File: config.mk
export PLATFORM = sky130hd
export DESIGN_NAME = smjh_queue
export DESIGN_NICKNAME = d
export VERILOG_FILES = /design/src/rtl/smjh_pkg.sv /design/src/rtl/smjh_queue.sv
export SDC_FILE = /design/constraint.sdc
export NUM_CORES = 1
export LEC_CHECK = 0
export ABC_CLOCK_PERIOD_IN_PS = 2000
export BUFFER_PORTS_ARGS = -buffer_cell sky130_fd_sc_hd__buf_2
export CORE_MARGIN = 5
export CORE_UTILIZATION = 35
export CTS_CLUSTER_DIAMETER = 50
export DETAILED_ROUTE_END_ITERATION = 8
export GPL_ROUTABILITY_DRIVEN = 0
export PLACE_DENSITY_LB_ADDON = 0.3
export SLEW_MARGIN = 20
export SYNTH_ARGS = -nofsm -noshare
export SYNTH_HDL_FRONTEND = slang
export SYNTH_SLANG_ARGS = --single-unit
File: constraint.sdc
create_clock -name clk -period 2 [get_ports clk]
set_clock_uncertainty 0.1 [all_clocks]
set_input_delay 0.4 -clock clk [delete_from_list [all_inputs] [get_ports clk]]
set_output_delay 0.4 -clock clk [all_outputs]
set_load 0.1 [all_outputs]
File: src/rtl/smjh_pkg.sv
// ----------------------------------------------------------------------------
// smjh_pkg
// Shared types and constants for the sorted merge joint histogram block.
// ----------------------------------------------------------------------------
`default_nettype none

package smjh_pkg;

  // Default build values
  localparam int BINS_PER_AXIS_DEF = 1024;
  localparam int KEY_BITS_DEF      = 64;
  localparam int COUNTER_BITS_DEF  = 48;

  // Fixed field widths of the ports
  localparam int KEY_W   = 64;
  localparam int CNT_W   = 16;
  localparam int LIM_W   = 10;
  localparam int RC_W    = 10;
  localparam int BIN_W   = 48;
  localparam int CFG_IDX_W = 1;

  localparam logic [LIM_W-1:0] LIMIT_RESET = LIM_W'(1000);

  // Depth of the queue between front and back
  localparam int QUEUE_DEPTH = 4;

  // Configuration register indexes
  typedef enum logic [CFG_IDX_W-1:0] {
    REG_LIMIT_A = 1'b0,
    REG_LIMIT_B = 1'b1
  } cfg_reg_t;

  typedef struct packed {
    logic             req_type;
    logic [KEY_W-1:0] key_a;
    logic [CNT_W-1:0] count_a;
    logic             a_valid;
    logic [KEY_W-1:0] key_b;
    logic [CNT_W-1:0] count_b;
    logic             b_valid;
    logic [RC_W-1:0]  read_row;
    logic [RC_W-1:0]  read_col;
  } req_t;

  typedef struct packed {
    logic             advance_a;
    logic             advance_b;
    logic             both_done;
    logic [BIN_W-1:0] bin_value;
  } result_t;

  // Classified command handed from front to back
  typedef struct packed {
    logic is_read;    // bin read request
    logic rd_zero;    // read outside the histogram, returns zero
    logic bin_en;     // compare step that bumps a bin
    logic advance_a;
    logic advance_b;
    logic both_done;
  } cmd_flags_t;

  // Request type codes
  localparam logic REQ_COMPARE = 1'b0;
  localparam logic REQ_READ    = 1'b1;

endpackage : smjh_pkg

`default_nettype wire

File: src/rtl/smjh_queue.sv
// ----------------------------------------------------------------------------
// smjh_queue
// Small register FIFO between front and back.
// ----------------------------------------------------------------------------
`default_nettype none

module smjh_queue import smjh_pkg::*; #(
  parameter int DATA_W = 8,
  parameter int DEPTH  = QUEUE_DEPTH,
  localparam int PTR_W = $clog2(DEPTH),
  localparam int CNT_QW = $clog2(DEPTH + 1)
) (
  input  wire logic              clk,
  input  wire logic              rst_n,
  input  wire logic              push,
  input  wire logic [DATA_W-1:0] push_data,
  output logic                   full,
  input  wire logic              pop,
  output logic [DATA_W-1:0]      head_data,
  output logic                   empty
);

  logic [DATA_W-1:0] ent_r [DEPTH];
  logic [PTR_W-1:0]  wr_ptr_r, wr_ptr_nxt;
  logic [PTR_W-1:0]  rd_ptr_r, rd_ptr_nxt;
  logic [CNT_QW-1:0] cnt_r, cnt_nxt;

  assign full      = (cnt_r == CNT_QW'(DEPTH));
  assign empty     = (cnt_r == '0);
  assign head_data = ent_r[rd_ptr_r];

  always_comb begin
    wr_ptr_nxt = wr_ptr_r;
    rd_ptr_nxt = rd_ptr_r;
    cnt_nxt    = cnt_r;
    if (push) begin
      wr_ptr_nxt = (wr_ptr_r == PTR_W'(DEPTH - 1)) ? '0 : wr_ptr_r + 1'b1;
    end
    if (pop) begin
      rd_ptr_nxt = (rd_ptr_r == PTR_W'(DEPTH - 1)) ? '0 : rd_ptr_r + 1'b1;
    end
    case ({push, pop})
      2'b10:   cnt_nxt = cnt_r + 1'b1;
      2'b01:   cnt_nxt = cnt_r - 1'b1;
      default: cnt_nxt = cnt_r;
    endcase
  end

  always_ff @(posedge clk) begin
    if (!rst_n) begin
      wr_ptr_r <= '0;
      rd_ptr_r <= '0;
      cnt_r    <= '0;
    end else begin
      wr_ptr_r <= wr_ptr_nxt;
      rd_ptr_r <= rd_ptr_nxt;
      cnt_r    <= cnt_nxt;
    end
  end

  always_ff @(posedge clk) begin
    if (push) begin
      ent_r[wr_ptr_r] <= push_data;
    end
  end

  a_cnt_bound: assert property (@(posedge clk) disable iff (!rst_n)
    cnt_r <= CNT_QW'(DEPTH))
    else $error("queue fill count beyond depth");

  a_push_only: assert property (@(posedge clk) disable iff (!rst_n)
    push && !pop |=> cnt_r == $past(cnt_r) + 1'b1)
    else $error("queue fill count lost a push");

endmodule : smjh_queue

`default_nettype wire

# ---- Word-level counts from Yosys, hierarchy flattened
# Memory sizes are Yosys's and may differ from the RTL's. A register that Yosys moved wholly into a read port is not among the register bits.
# Index checks and enable logic that the tools add are counted.
dict set report totals {
  input_bits 12
  output_inout_bits 10
  memories 1
  ramBits 32
  regBits 7
}
dict set report op_classes {
  n_reduce_logical 2
  mux 7
  n_addsub 4
  eq_ne 5
}
# name words width read_ports rd_ports_with_merged_regs wr line
set memory_table {}
lappend memory_table {ent_r 4 8 1 1 1 smjh_queue.sv:23} ;# logic [DATA_W-1:0] ent_r [DEPTH];
# operator count
set ops {}
lappend ops {{$mux W2} 4}
lappend ops {{$eq A2 B2 Y1 const B} 3}
lappend ops {{$pmux W3 S2} 1}
lappend ops {{$add A2 B1 Y2 const B} 2}
lappend ops {{$add A3 B1 Y3 const B} 1}
lappend ops {{$eq A3 B3 Y1 const B} 1}
lappend ops {{$logic_not A3 Y1} 1}
lappend ops {{$sub A3 B1 Y3 const B} 1}
lappend ops {{$eq A2 B1 Y1 const B} 1}
lappend ops {{$mux W1} 2}
lappend ops {{$reduce_bool A2 Y1} 1}

# ---- Logic depth before layout (Yosys ltp)
dict set report depth {
  ltp_word 4
  depth_mapped 7
  ltp_nobuf 7
}

# ---- Worst setup path after synthesis
# OpenSTA, ideal clock, no wires.
dict set report synth_timing {
  path_kind {reg-to-output}
  start {register cnt_r[0]}
  end {output port empty}
  stages_incl_launch_ff 2
  t_required_ns 1.500
  setup_slack_ns -0.881
  t_arrival_ns 2.381
  n_path_buf 0
  path_cell_list {dfxtp_1 -> nor3_1}
}
dict set report synth_between {
  elab_chain_len 1
}
# item line
set synth_lines {}
lappend synth_lines {{start: declaration} smjh_queue.sv:26} ;# logic [CNT_QW-1:0] cnt_r, cnt_nxt;
lappend synth_lines {{start signal: assignment} smjh_queue.sv:57} ;# cnt_r <= cnt_nxt;
lappend synth_lines {{$logic_not A3 Y1} smjh_queue.sv:29} ;# assign empty = (cnt_r == '0);
lappend synth_lines {{end: declaration} smjh_queue.sv:20} ;# output logic empty
# Every way passes these cells.

==> metrics <==
status=finished clean; Req. time, crit path=1.50 ns; flops & latches, synth=41; crit-path max cell delay=0.54 ns; FP Rows=24; GRT Overall Usage=9.38%; TNS Setup=0 ns; Min-Delay Path Class=input pin to flop; vias in the first global route=979; starting density of the core=36.7%; number of I/O port buffers=21; clk_lat worst skew=0.28 ns; CP Buf/Inv Count=2; Yosys top cell by area=edfxtp_1; placed cell area=0.00181 mm²; Max rail drop VDD=539 µV; CTS max path bufs=2; GRT overflow=0; Worst path slowest cell=mux4_2; design area=0.00197 mm²; Worst Max-Slew Pin Slew=0.496 ns; Hold Path End=ent_r[0][5]$_DFFE_PP_; Vias/cell=4.92; min-delay src=push_data[5]; Final ANT Viol Nets=0; fmax=0.502 GHz; fin crit share=99.6%; Worst path depth=3; critical path class=flop to primary output; final core utilization=44.6%; DR WL/cell=15.4 µm; CTS Buf Count=5; Final min period=1.99 ns; synthesized netlist cell count=89; most common cell in the netlist=edfxtp_1; Post-Synthesis Net Count=108; cells on worst reg2reg path=5; Final setup viols=0; initial antenna violation count=0; RSZ-0062 raised after global routing=yes; worst reg2reg setup slack=0.26 ns; reg2reg end=cnt_r[2]$_SDFFE_PN0P_; most used cell, CP=buf_12; PD cells=979 mW/mm²; number of synthesized flops with an enable pin=32; crit-path max FO=8; main area contributors after synthesis=edfxtp_1 (59%), dfxtp_1 (11%), mux4_2 (11%); core area=0.00441 mm²; startpoint types=flop; Synth top area share=59.3%; CP delay by family, top=multiplexers; Primary FF master, synth=edfxtp_1; Syn Std Cell Area=0.00162 mm²; CP endpoint kind=primary output; share of cells above drive strength 1=34.2%; CP cell instances=buf_12 -> mux4_2 -> buf_12; routed vias=831; Leakage=0.709 nW; # DRC=0; Critical Path AT=1.49 ns; syn_area_per_cell=18.2 µm²; n_diodes=0; drt initial violations=41; fraction of registers with async set/reset=0%; synth warn=0; nets=136; Hold Crit Depth=1; first-pass GRT wire length=4.46 mm; Power, Total=0.00193 W; clock sinks=41; Root Driver=clkbuf_8; Die ar.=0.00609 mm²; largest net degree at the start of global routing=13; drt first pass iters=4; synthesis-to-finish area growth=21.5%; Routed WL=2.60 mm; final max-slew violation count=0; CTS tree=done; top cells by count, synth=edfxtp_1 (32), dfxtp_1 (9), mux4_2 (8); Die X=78.1 µm; I/O Pins=22; library cells used by synthesis=22; htree depth=2; Reg clk slew, reported paths=0.07 ns; R2R Path Start=cnt_r[0]$_SDFFE_PN0P_; max_slew headroom=67.1%; total of max-cap violations=0; final hold vios=0; sequential fraction of the synthesis area=70.4%; die height=78.1 µm
==> cells in the final DEF, fill, tap and decap left out, types with 3 or more instances in the layout <==
cell	Yosys	routed
nor2b_1	4	4
inv_1	6	6
buf_6	1	3
dfxtp_1	9	7
buf_2	0	13
mux4_2	8	8
edfxtp_1	32	32
clkbuf_8	0	5
buf_8	0	4
and2_1	6	6
ha_1	6	6
==> layout make-up <==
cell class              instances  area, µm²
multi-input cells              40        453
repair buffers                 23        206
flip-flops and latches         41       1140
fillers                       392       2440
well taps                      52       65.1
clock buffers                   5       68.8
inverters                       6       22.5
clock inverters                 2       11.3
==> worst max-delay path by stage <==
stage	from	end	slack [ns]
after CTS	flop	head_data[7]	-0.01
after global routing	flop	head_data[7]	-0.04
after detailed placement	push	cnt_r[2]$_SDFFE_PN0P_	0.007
final	flop	head_data[7]	0.008
after global placement	push	cnt_r[2]$_SDFFE_PN0P_	0.1
after floorplan	push	cnt_r[2]$_SDFFE_PN0P_	0.23
==> registers in the layout, summed over array words and instances (netlist names), named ones only <==
register  flops
ent_r        32
rd_ptr_r      2
cnt_r         3
wr_ptr_r      2
==> report_power, final <==
group | switching, W | internal, W | total [W]
Clock | 0.000260 | 0.000234 | 0.000494
Sequential | 0.0000285 | 0.000963 | 0.000992
Combinational | 0.000302 | 0.000141 | 0.000443
==> layer usage <==
metal	track usage [%]	part of all wire, %
met5	0	0
met4	3.55	1.6
met3	4.00	8.7
met2	15.1	48
met1	11.2	42
==> cell families after synthesis <==
| family | after synthesis | synth area share, % |
|---|---|---|
| AO/OA/AOI/OAI | 5 | 1.85 |
| adder cells (fa/ha/maj) | 7 | 5.86 |
| flip-flops | 41 | 70.4 |
| buffers and inverters | 8 | 2.39 |
| multiplexers | 10 | 12.3 |
| AND/OR/NAND/NOR | 16 | 6.10 |
| XOR/XNOR | 2 | 1.08 |
==> repair_timing <==
action,in CTS,in global routing
cloned,0,0
pin swaps,0,0
hold endpoints to repair,0,0
hold buffers,0,0
endpoints found under the setup margin,8,8
buffers inserted,0,0
resized for setup,19,5
==> metrics by stage <==
stage | hold slack (ns) | instances | setup WS, ns
detailed placement | 0.451 | 162 | 0.00691
global placement | 0.412 | 162 | 0.0967
floorplan | 0.397 | 89 | 0.232
global route | 0.216 | 169 | -0.0365
CTS | 0.221 | 169 | -0.0101
finish | 0.227 | 169 | 0.00821
No activity file was read; power rests on OpenSTA's default activity.
