`config.mk`:
```
export PLATFORM = sky130hd
export DESIGN_NAME = smjh_front
export DESIGN_NICKNAME = d
export VERILOG_FILES = /design/src/rtl/smjh_pkg.sv /design/src/rtl/smjh_front.sv
export SDC_FILE = /design/constraint.sdc
export NUM_CORES = 1
export LEC_CHECK = 0
export BUFFER_PORTS_ARGS = -buffer_cell sky130_fd_sc_hd__buf_2
export CAP_MARGIN = 0
export CORE_UTILIZATION = 45
export DETAILED_ROUTE_END_ITERATION = 16
export PLACE_DENSITY = 0.91
export SYNTH_ARGS = -nofsm -noshare
export SYNTH_HDL_FRONTEND = slang
export SYNTH_SLANG_ARGS = --single-unit
```
`constraint.sdc`:
```
create_clock -name clk -period 3 [get_ports clk]
set_input_delay 0.3 -clock clk [delete_from_list [all_inputs] [get_ports clk]]
set_output_delay 0.3 -clock clk [all_outputs]
set_load 0.03 [all_outputs]
```
`src/rtl/smjh_pkg.sv`:
```
// ----------------------------------------------------------------------------
// smjh_pkg
// Shared types and constants for the sorted merge joint histogram block.
// ----------------------------------------------------------------------------
`default_nettype none

package smjh_pkg;

  // Default build values
  localparam int BINS_PER_AXIS_DEF = 1024;
  localparam int KEY_BITS_DEF      = 64;
  localparam int COUNTER_BITS_DEF  = 48;

  // Fixed field widths of the ports
  localparam int KEY_W   = 64;
  localparam int CNT_W   = 16;
  localparam int LIM_W   = 10;
  localparam int RC_W    = 10;
  localparam int BIN_W   = 48;
  localparam int CFG_IDX_W = 1;

  localparam logic [LIM_W-1:0] LIMIT_RESET = LIM_W'(1000);

  // Depth of the queue between front and back
  localparam int QUEUE_DEPTH = 4;

  // Configuration register indexes
  typedef enum logic [CFG_IDX_W-1:0] {
    REG_LIMIT_A = 1'b0,
    REG_LIMIT_B = 1'b1
  } cfg_reg_t;

  typedef struct packed {
    logic             req_type;
    logic [KEY_W-1:0] key_a;
    logic [CNT_W-1:0] count_a;
    logic             a_valid;
    logic [KEY_W-1:0] key_b;
    logic [CNT_W-1:0] count_b;
    logic             b_valid;
    logic [RC_W-1:0]  read_row;
    logic [RC_W-1:0]  read_col;
  } req_t;

  typedef struct packed {
    logic             advance_a;
    logic             advance_b;
    logic             both_done;
    logic [BIN_W-1:0] bin_value;
  } result_t;

  // Classified command handed from front to back
  typedef struct packed {
    logic is_read;    // bin read request
    logic rd_zero;    // read outside the histogram, returns zero
    logic bin_en;     // compare step that bumps a bin
    logic advance_a;
    logic advance_b;
    logic both_done;
  } cmd_flags_t;

  // Request type codes
  localparam logic REQ_COMPARE = 1'b0;
  localparam logic REQ_READ    = 1'b1;

endpackage : smjh_pkg

`default_nettype wire

```
`src/rtl/smjh_front.sv`:
```
// ----------------------------------------------------------------------------
// smjh_front
// Accepts request beats, compares keys, checks limits and builds the bin
// address. Holds the limit registers.
// ----------------------------------------------------------------------------
`default_nettype none

module smjh_front import smjh_pkg::*; #(
  parameter int BINS_PER_AXIS = BINS_PER_AXIS_DEF,
  parameter int KEY_BITS      = KEY_BITS_DEF,
  localparam int IDX_W        = $clog2(BINS_PER_AXIS),
  localparam int ADDR_W       = 2 * IDX_W
) (
  input  wire logic                 clk,
  input  wire logic                 rst_n,
  input  wire logic                 in_valid,
  output logic                      in_stall,
  input  wire req_t                 in_data,
  input  wire logic                 cfg_valid,
  output logic                      cfg_ready,
  input  wire logic [CFG_IDX_W-1:0] cfg_index,
  input  wire logic [LIM_W-1:0]     cfg_wdata,
  input  wire logic                 clr_busy,
  input  wire logic                 q_full,
  output logic                      q_push,
  output cmd_flags_t                q_flags,
  output logic [ADDR_W-1:0]         q_addr
);

  localparam logic [CNT_W-1:0] LIM_MAX  = CNT_W'(BINS_PER_AXIS - 1);
  localparam logic [CNT_W-1:0] BINS_CNT = CNT_W'(BINS_PER_AXIS);

  logic [LIM_W-1:0]  limit_a_r, limit_a_nxt;
  logic [LIM_W-1:0]  limit_b_r, limit_b_nxt;
  logic              f_v_r, f_v_nxt;
  cmd_flags_t        f_flags_r, f_flags_nxt;
  logic [ADDR_W-1:0] f_addr_r, f_addr_nxt;

  logic              accept;
  logic [CNT_W-1:0]  eff_a, eff_b;
  logic [KEY_BITS-1:0] ka, kb;
  logic              ok_a, ok_b;
  logic [CNT_W-1:0]  row16, col16;

  assign cfg_ready = 1'b1;
  assign q_push    = f_v_r & ~q_full;
  assign in_stall  = clr_busy | (f_v_r & q_full);
  assign accept    = in_valid & ~in_stall;

  assign q_flags = f_flags_r;
  assign q_addr  = f_addr_r;

  // Clamp limits to the last bin
  always_comb begin
    eff_a = ({6'd0, limit_a_r} > LIM_MAX) ? LIM_MAX : {6'd0, limit_a_r};
    eff_b = ({6'd0, limit_b_r} > LIM_MAX) ? LIM_MAX : {6'd0, limit_b_r};
  end

  assign ka   = in_data.key_a[KEY_BITS-1:0];
  assign kb   = in_data.key_b[KEY_BITS-1:0];
  assign ok_a = (in_data.count_a <= eff_a);
  assign ok_b = (in_data.count_b <= eff_b);

  always_comb begin
    f_flags_nxt = '0;
    row16       = '0;
    col16       = '0;
    if (in_data.req_type == REQ_READ) begin
      f_flags_nxt.is_read = 1'b1;
      row16 = CNT_W'(in_data.read_row);
      col16 = CNT_W'(in_data.read_col);
      f_flags_nxt.rd_zero = (row16 >= BINS_CNT) | (col16 >= BINS_CNT);
    end else if (!in_data.a_valid && !in_data.b_valid) begin
      f_flags_nxt.both_done = 1'b1;
    end else if (in_data.a_valid && (!in_data.b_valid || ka < kb)) begin
      f_flags_nxt.advance_a = 1'b1;
      f_flags_nxt.bin_en    = ok_a;
      col16 = in_data.count_a;
    end else if (in_data.b_valid && (!in_data.a_valid || kb < ka)) begin
      f_flags_nxt.advance_b = 1'b1;
      f_flags_nxt.bin_en    = ok_b;
      row16 = in_data.count_b;
    end else begin
      f_flags_nxt.advance_a = 1'b1;
      f_flags_nxt.advance_b = 1'b1;
      f_flags_nxt.bin_en    = ok_a & ok_b;
      row16 = in_data.count_b;
      col16 = in_data.count_a;
    end
    f_addr_nxt = {row16[IDX_W-1:0], col16[IDX_W-1:0]};
  end

  assign f_v_nxt = accept | (f_v_r & ~q_push);

  always_comb begin
    limit_a_nxt = limit_a_r;
    limit_b_nxt = limit_b_r;
    if (cfg_valid && cfg_ready) begin
      case (cfg_reg_t'(cfg_index))
        REG_LIMIT_A: limit_a_nxt = cfg_wdata;
        REG_LIMIT_B: limit_b_nxt = cfg_wdata;
        default: ;
      endcase
    end
  end

  always_ff @(posedge clk) begin
    if (!rst_n) begin
      limit_a_r <= LIMIT_RESET;
      limit_b_r <= LIMIT_RESET;
      f_v_r     <= 1'b0;
    end else begin
      limit_a_r <= limit_a_nxt;
      limit_b_r <= limit_b_nxt;
      f_v_r     <= f_v_nxt;
    end
  end

  always_ff @(posedge clk) begin
    if (accept) begin
      f_flags_r <= f_flags_nxt;
      f_addr_r  <= f_addr_nxt;
    end
  end

endmodule : smjh_front

`default_nettype wire

```
After elaboration in Yosys (flattened, before gate mapping) --
Cells that the tools add are included.
Storage, ports and cells: register bits 47, input port bits 200, output and inout port bits 29, word-level logic and storage cells 48
Cells by class: magnitude comparators 4, muxes and demuxes 13, bitwise logic cells 11, reduce and logical (&&, ||, !) cells 10
Operators with widths (count):
- $lt 64x64->1 | 2
- $mux 10 | 7
- $le 16x10->1 | 2
- $and 1x1->1 | 5
- $mux 1 | 4
- $mux 2 | 2
- $not 1->1 | 4
- $reduce_and 2->1 | 2
- $logic_and 1x1->1 | 3
- $logic_not 1->1 | 2
- $logic_or 1x1->1 | 2
- $or 1x1->1 | 2
- $reduce_or 2->1 | 1

Depth between registers and ports, before layout --
word-level depth 7, mapped depth 12, depth with buffers taken out 11

Least setup slack after synthesis --
Ideal clock, no wire load.
path kind input to register, from input port in_data[169] (netlist bit), to register f_addr_r[11] (netlist: q_addr[11]), data pin, library setup time 0.255 ns, data arrival time 2.262 ns, data required time 2.745 ns, slack 0.483 ns, cell stages on the path 12, path buffers 1, path through inv_1 ha_1 nand4_1 or4_4 nor3_4 nand3_1 a2bb2oi_1 nand3_2 nand2_2 o21ai_2 buf_6 o21ai_2
On the way: longest elaborated chain between the ends 6
RTL lines:
- start, declared | RTL line smjh_front.sv:18 | input wire req_t in_data,
- $lt 64x64->1 | RTL line smjh_front.sv:75 | end else if (in_data.a_valid && (!in_data.b_valid || ka < kb)) begin
- $logic_or 1x1->1 | RTL line smjh_front.sv:75
- $logic_and 1x1->1 | RTL line smjh_front.sv:75
- $mux 10 | RTL line smjh_front.sv:75
- $mux 10 | RTL line smjh_front.sv:73 | end else if (!in_data.a_valid && !in_data.b_valid) begin
- $mux 10 | RTL line smjh_front.sv:68 | if (in_data.req_type == REQ_READ) begin
- via row16[1] | RTL line smjh_front.sv:43 | logic [CNT_W-1:0] row16, col16;
- end signal, assigned | RTL line smjh_front.sv:122 | f_addr_r <= f_addr_nxt;
- end, declared | RTL line smjh_front.sv:37 | logic [ADDR_W-1:0] f_addr_r, f_addr_nxt;
The timed path passes the listed nets, and every way through them passes these cells. A chain may end at the register's enable or synchronous reset.

Worst setup path in the final report --
from input port in_data[169] (netlist bit), to register f_addr_r[10] (netlist: q_addr[10]), data pin
The elaborated chain is that of the path after synthesis.

==> flow_summary.ini <==
[sta]
max_freq_ghz = 0.401
grt_setup_unrepaired = no
drv_slew = 0
finalHoldViolations = 0
clock_skew_ns = 0.00633
setup_viol = 0
whs_ns = 0.248
worst_pin_slew_ns = 0.992
slew_headroom = 0.338
fin_crit_ns = 2.50
fin_crit_sh = 0.832
tns_ns = 0

[cells_and_area]
nFillCells = 725
multiInputGateArea_um2 = 2480
syn_to_final_growth_pct = 33.3
fin_util = 0.618
drive_gt1_frac = 0.359
seq_area_um2 = 1170
finalNetCount = 983
n_antenna_cell = 0
fin_area_um2 = 5390

[clocking]
cts_tree = done
cts_resized = 0
cts_max_level = 2
post_cts_buffers = 0
hold_buffers = 0
cts-root-buf = clkbuf_8
clockBufferDepth = 2
clkLatencyLatePin_ns = 0.30
clock-sinks = 46
cts_buffers = 5
clkTransAtPathRegs_ns = 0.08

[critical_path]
reg2reg_to = q_flags[3]
worst-r2r-setup-slack_ns = 0.64
setup.worst_path.end = q_addr[10]
worstReg2RegStart = limit_a_r[1]
crit_path_start_kind = input pin
slowest_stage = or4_4
critPathMaxStageDelay_ns = 0.58
arrival_ns = 2.53
rr_worst_depth = 11
cp.depth = 13
worstPathRequired_ns = 3.04
startpoint = in_data[169]
crit_chain = buf_2, inv_1, ha_1, nand4_1, or4_4, nor3_4, nand3_1, a2bb2oi_1, nand3_2, nand2_2, o21ai_2, buf_12, o31ai_1
crit_type = input pin to register
worst-path-buf-inv = 3
cp-end-kind = register
path_max_fanout = 11
crit_family = simple AND/OR/NAND/NOR gates

[floorplanning]
dieHeight_um = 96.8
die_area_um2 = 9360
rows = 34
io_pins = 229
core-area_um2 = 8720
die_w_um = 96.8
start_util = 0.463

[detailed_routing]
antenna_left = 0
post-route-drc-count = 0
drt-initial-drc-count = 141
avgRoutedWirePerCell_um = 14.0
first_pass_iters = 5
wl_mm = 11.3
num_vias = 4206
vias_per_cell = 5.21

[power_and_ir_drop]
p_per_area_nw_per_um2 = 321
ir_drop_mv = 0.184
p_leak_uw = 0.00300
p_total_uw = 1730

[place]
portBuffers = 226
dpl-instance-area_um2 = 5280
place_congestion = 1.03
dp_hpwl_mm = 9.97

[synth]
syn_area_um2 = 4040
yosysWarnings = 0
post-synth-top-count-cell = inv_1
yosysTopAreaCell = ha_1
syn_inst = 476
syn_area_per_cell_um2 = 8.49
yosys_most_used_dff = edfxtp_1
ys_top_cells_by_count = inv_1, ha_1, nand2_1, a21oi_1, edfxtp_1
synth_edf_count = 25
synth_area_leaders = ha_1, edfxtp_1, dfxtp_1
yosysTopAreaCellShare = 0.260
synth.distinct_cells = 42
ys_seq_area_frac = 0.290
syn_nets = 760
async_reset_ff_frac = 0
synth-seq-cells = 46

[job]
drv_cap = 0

[hold_path]
hp-class = input pin to register

[global_routing]
grt_pass1_vias = 4434
antenna_found_initial = 0
grt_pass1_wl_mm = 18.5
grt_start_max_net_pins = 36
grt-ovfl-total = 0
grt.total_usage = 0.241

[status]
outcome = completed
flip-flops by register name, indices dropped and copies added, names as in the netlist:
name and cells:
q_addr 20, limit_a_r 10, limit_b_r 10, q_flags 5, f_v_r 1
layer usage:
metal / GRT usage / wire [um]
met5: 0 / 0
met3: 0.0441 / 537
met2: 0.437 / 5630
met4: 0.137 / 591
met1: 0.263 / 4550
kinds of logic after synthesis:
logic type	Yosys count	synth area share
other	2	0.00186
AO/OA/AOI/OAI	111	0.184
buffers and inverters	101	0.0975
flip-flops	46	0.290
AND/OR/NAND/NOR	132	0.167
adder cells (fa/ha/maj)	84	0.260
cell type report:
class	count	area share
Sequential cell	46	0.217
Tap cell	108	0.0251
Clock inverter	3	0.00813
Inverter	89	0.0620
Multi-Input combinational cell	329	0.460
Timing Repair Buffer	228	0.215
Clock buffer	5	0.0128
stage by stage:
stage	cells	setup slack [ns]
2_1_floorplan	476	0.483
3_3_place_gp	800	0.256
3_5_place_dp	800	0.179
4_1_cts	808	0.506
5_1_grt	808	0.360
6_report	808	0.505
cells in the final DEF, fill, tap and decap left out, types with 2 or more instances in the layout:
master	Yosys	final
o211ai_1	14	14
ha_1	84	84
a21o_1	8	8
and3_1	2	2
nor4_1	3	3
o21ai_2	10	10
a211oi_1	3	3
a2111oi_0	3	3
o31ai_1	3	3
nor3_1	4	4
inv_1	88	88
nand4_1	17	17
clkbuf_8	0	5
conb_1	2	2
and2_1	2	2
buf_2	0	226
nand2_1	58	58
a22o_1	9	9
or3_1	2	2
dfxtp_1	21	21
and4_1	3	3
nand3_1	8	8
a21oi_1	33	33
nor2b_1	5	5
edfxtp_1	25	25
a21boi_0	8	8
o21ai_0	15	15
nand2b_1	12	12
nor2_1	9	9
a221oi_1	2	2
tightest hold or removal path: cells and delay by family:
family	cells	cell delay [ns]
AOI/OAI and AO/OA	1	0.08
buffers and inverters	1	0.09
and+or+nand+nor	1	0.04
power by group:
group          switching, uW  internal (uW)  total, uW
Combinational            297            255        552
Clock                    217            250        467
Sequential              10.1            702        712
worst min-delay path by stage:
stage / from / to / slack, ns / cells after the start
2_1_floorplan: in_data[182] / q_flags[5] / 0.40 / 0
5_1_grt: cfg_wdata[8] / limit_a_r[8] / 0.25 / 3
4_1_cts: cfg_wdata[8] / limit_b_r[8] / 0.24 / 3
6_report: cfg_wdata[8] / limit_b_r[8] / 0.25 / 3
3_3_place_gp: limit_a_r[2] / limit_a_r[2] / 0.45 / 2
3_5_place_dp: limit_a_r[2] / limit_a_r[2] / 0.47 / 2
No activity file was read; power rests on OpenSTA's default activity.
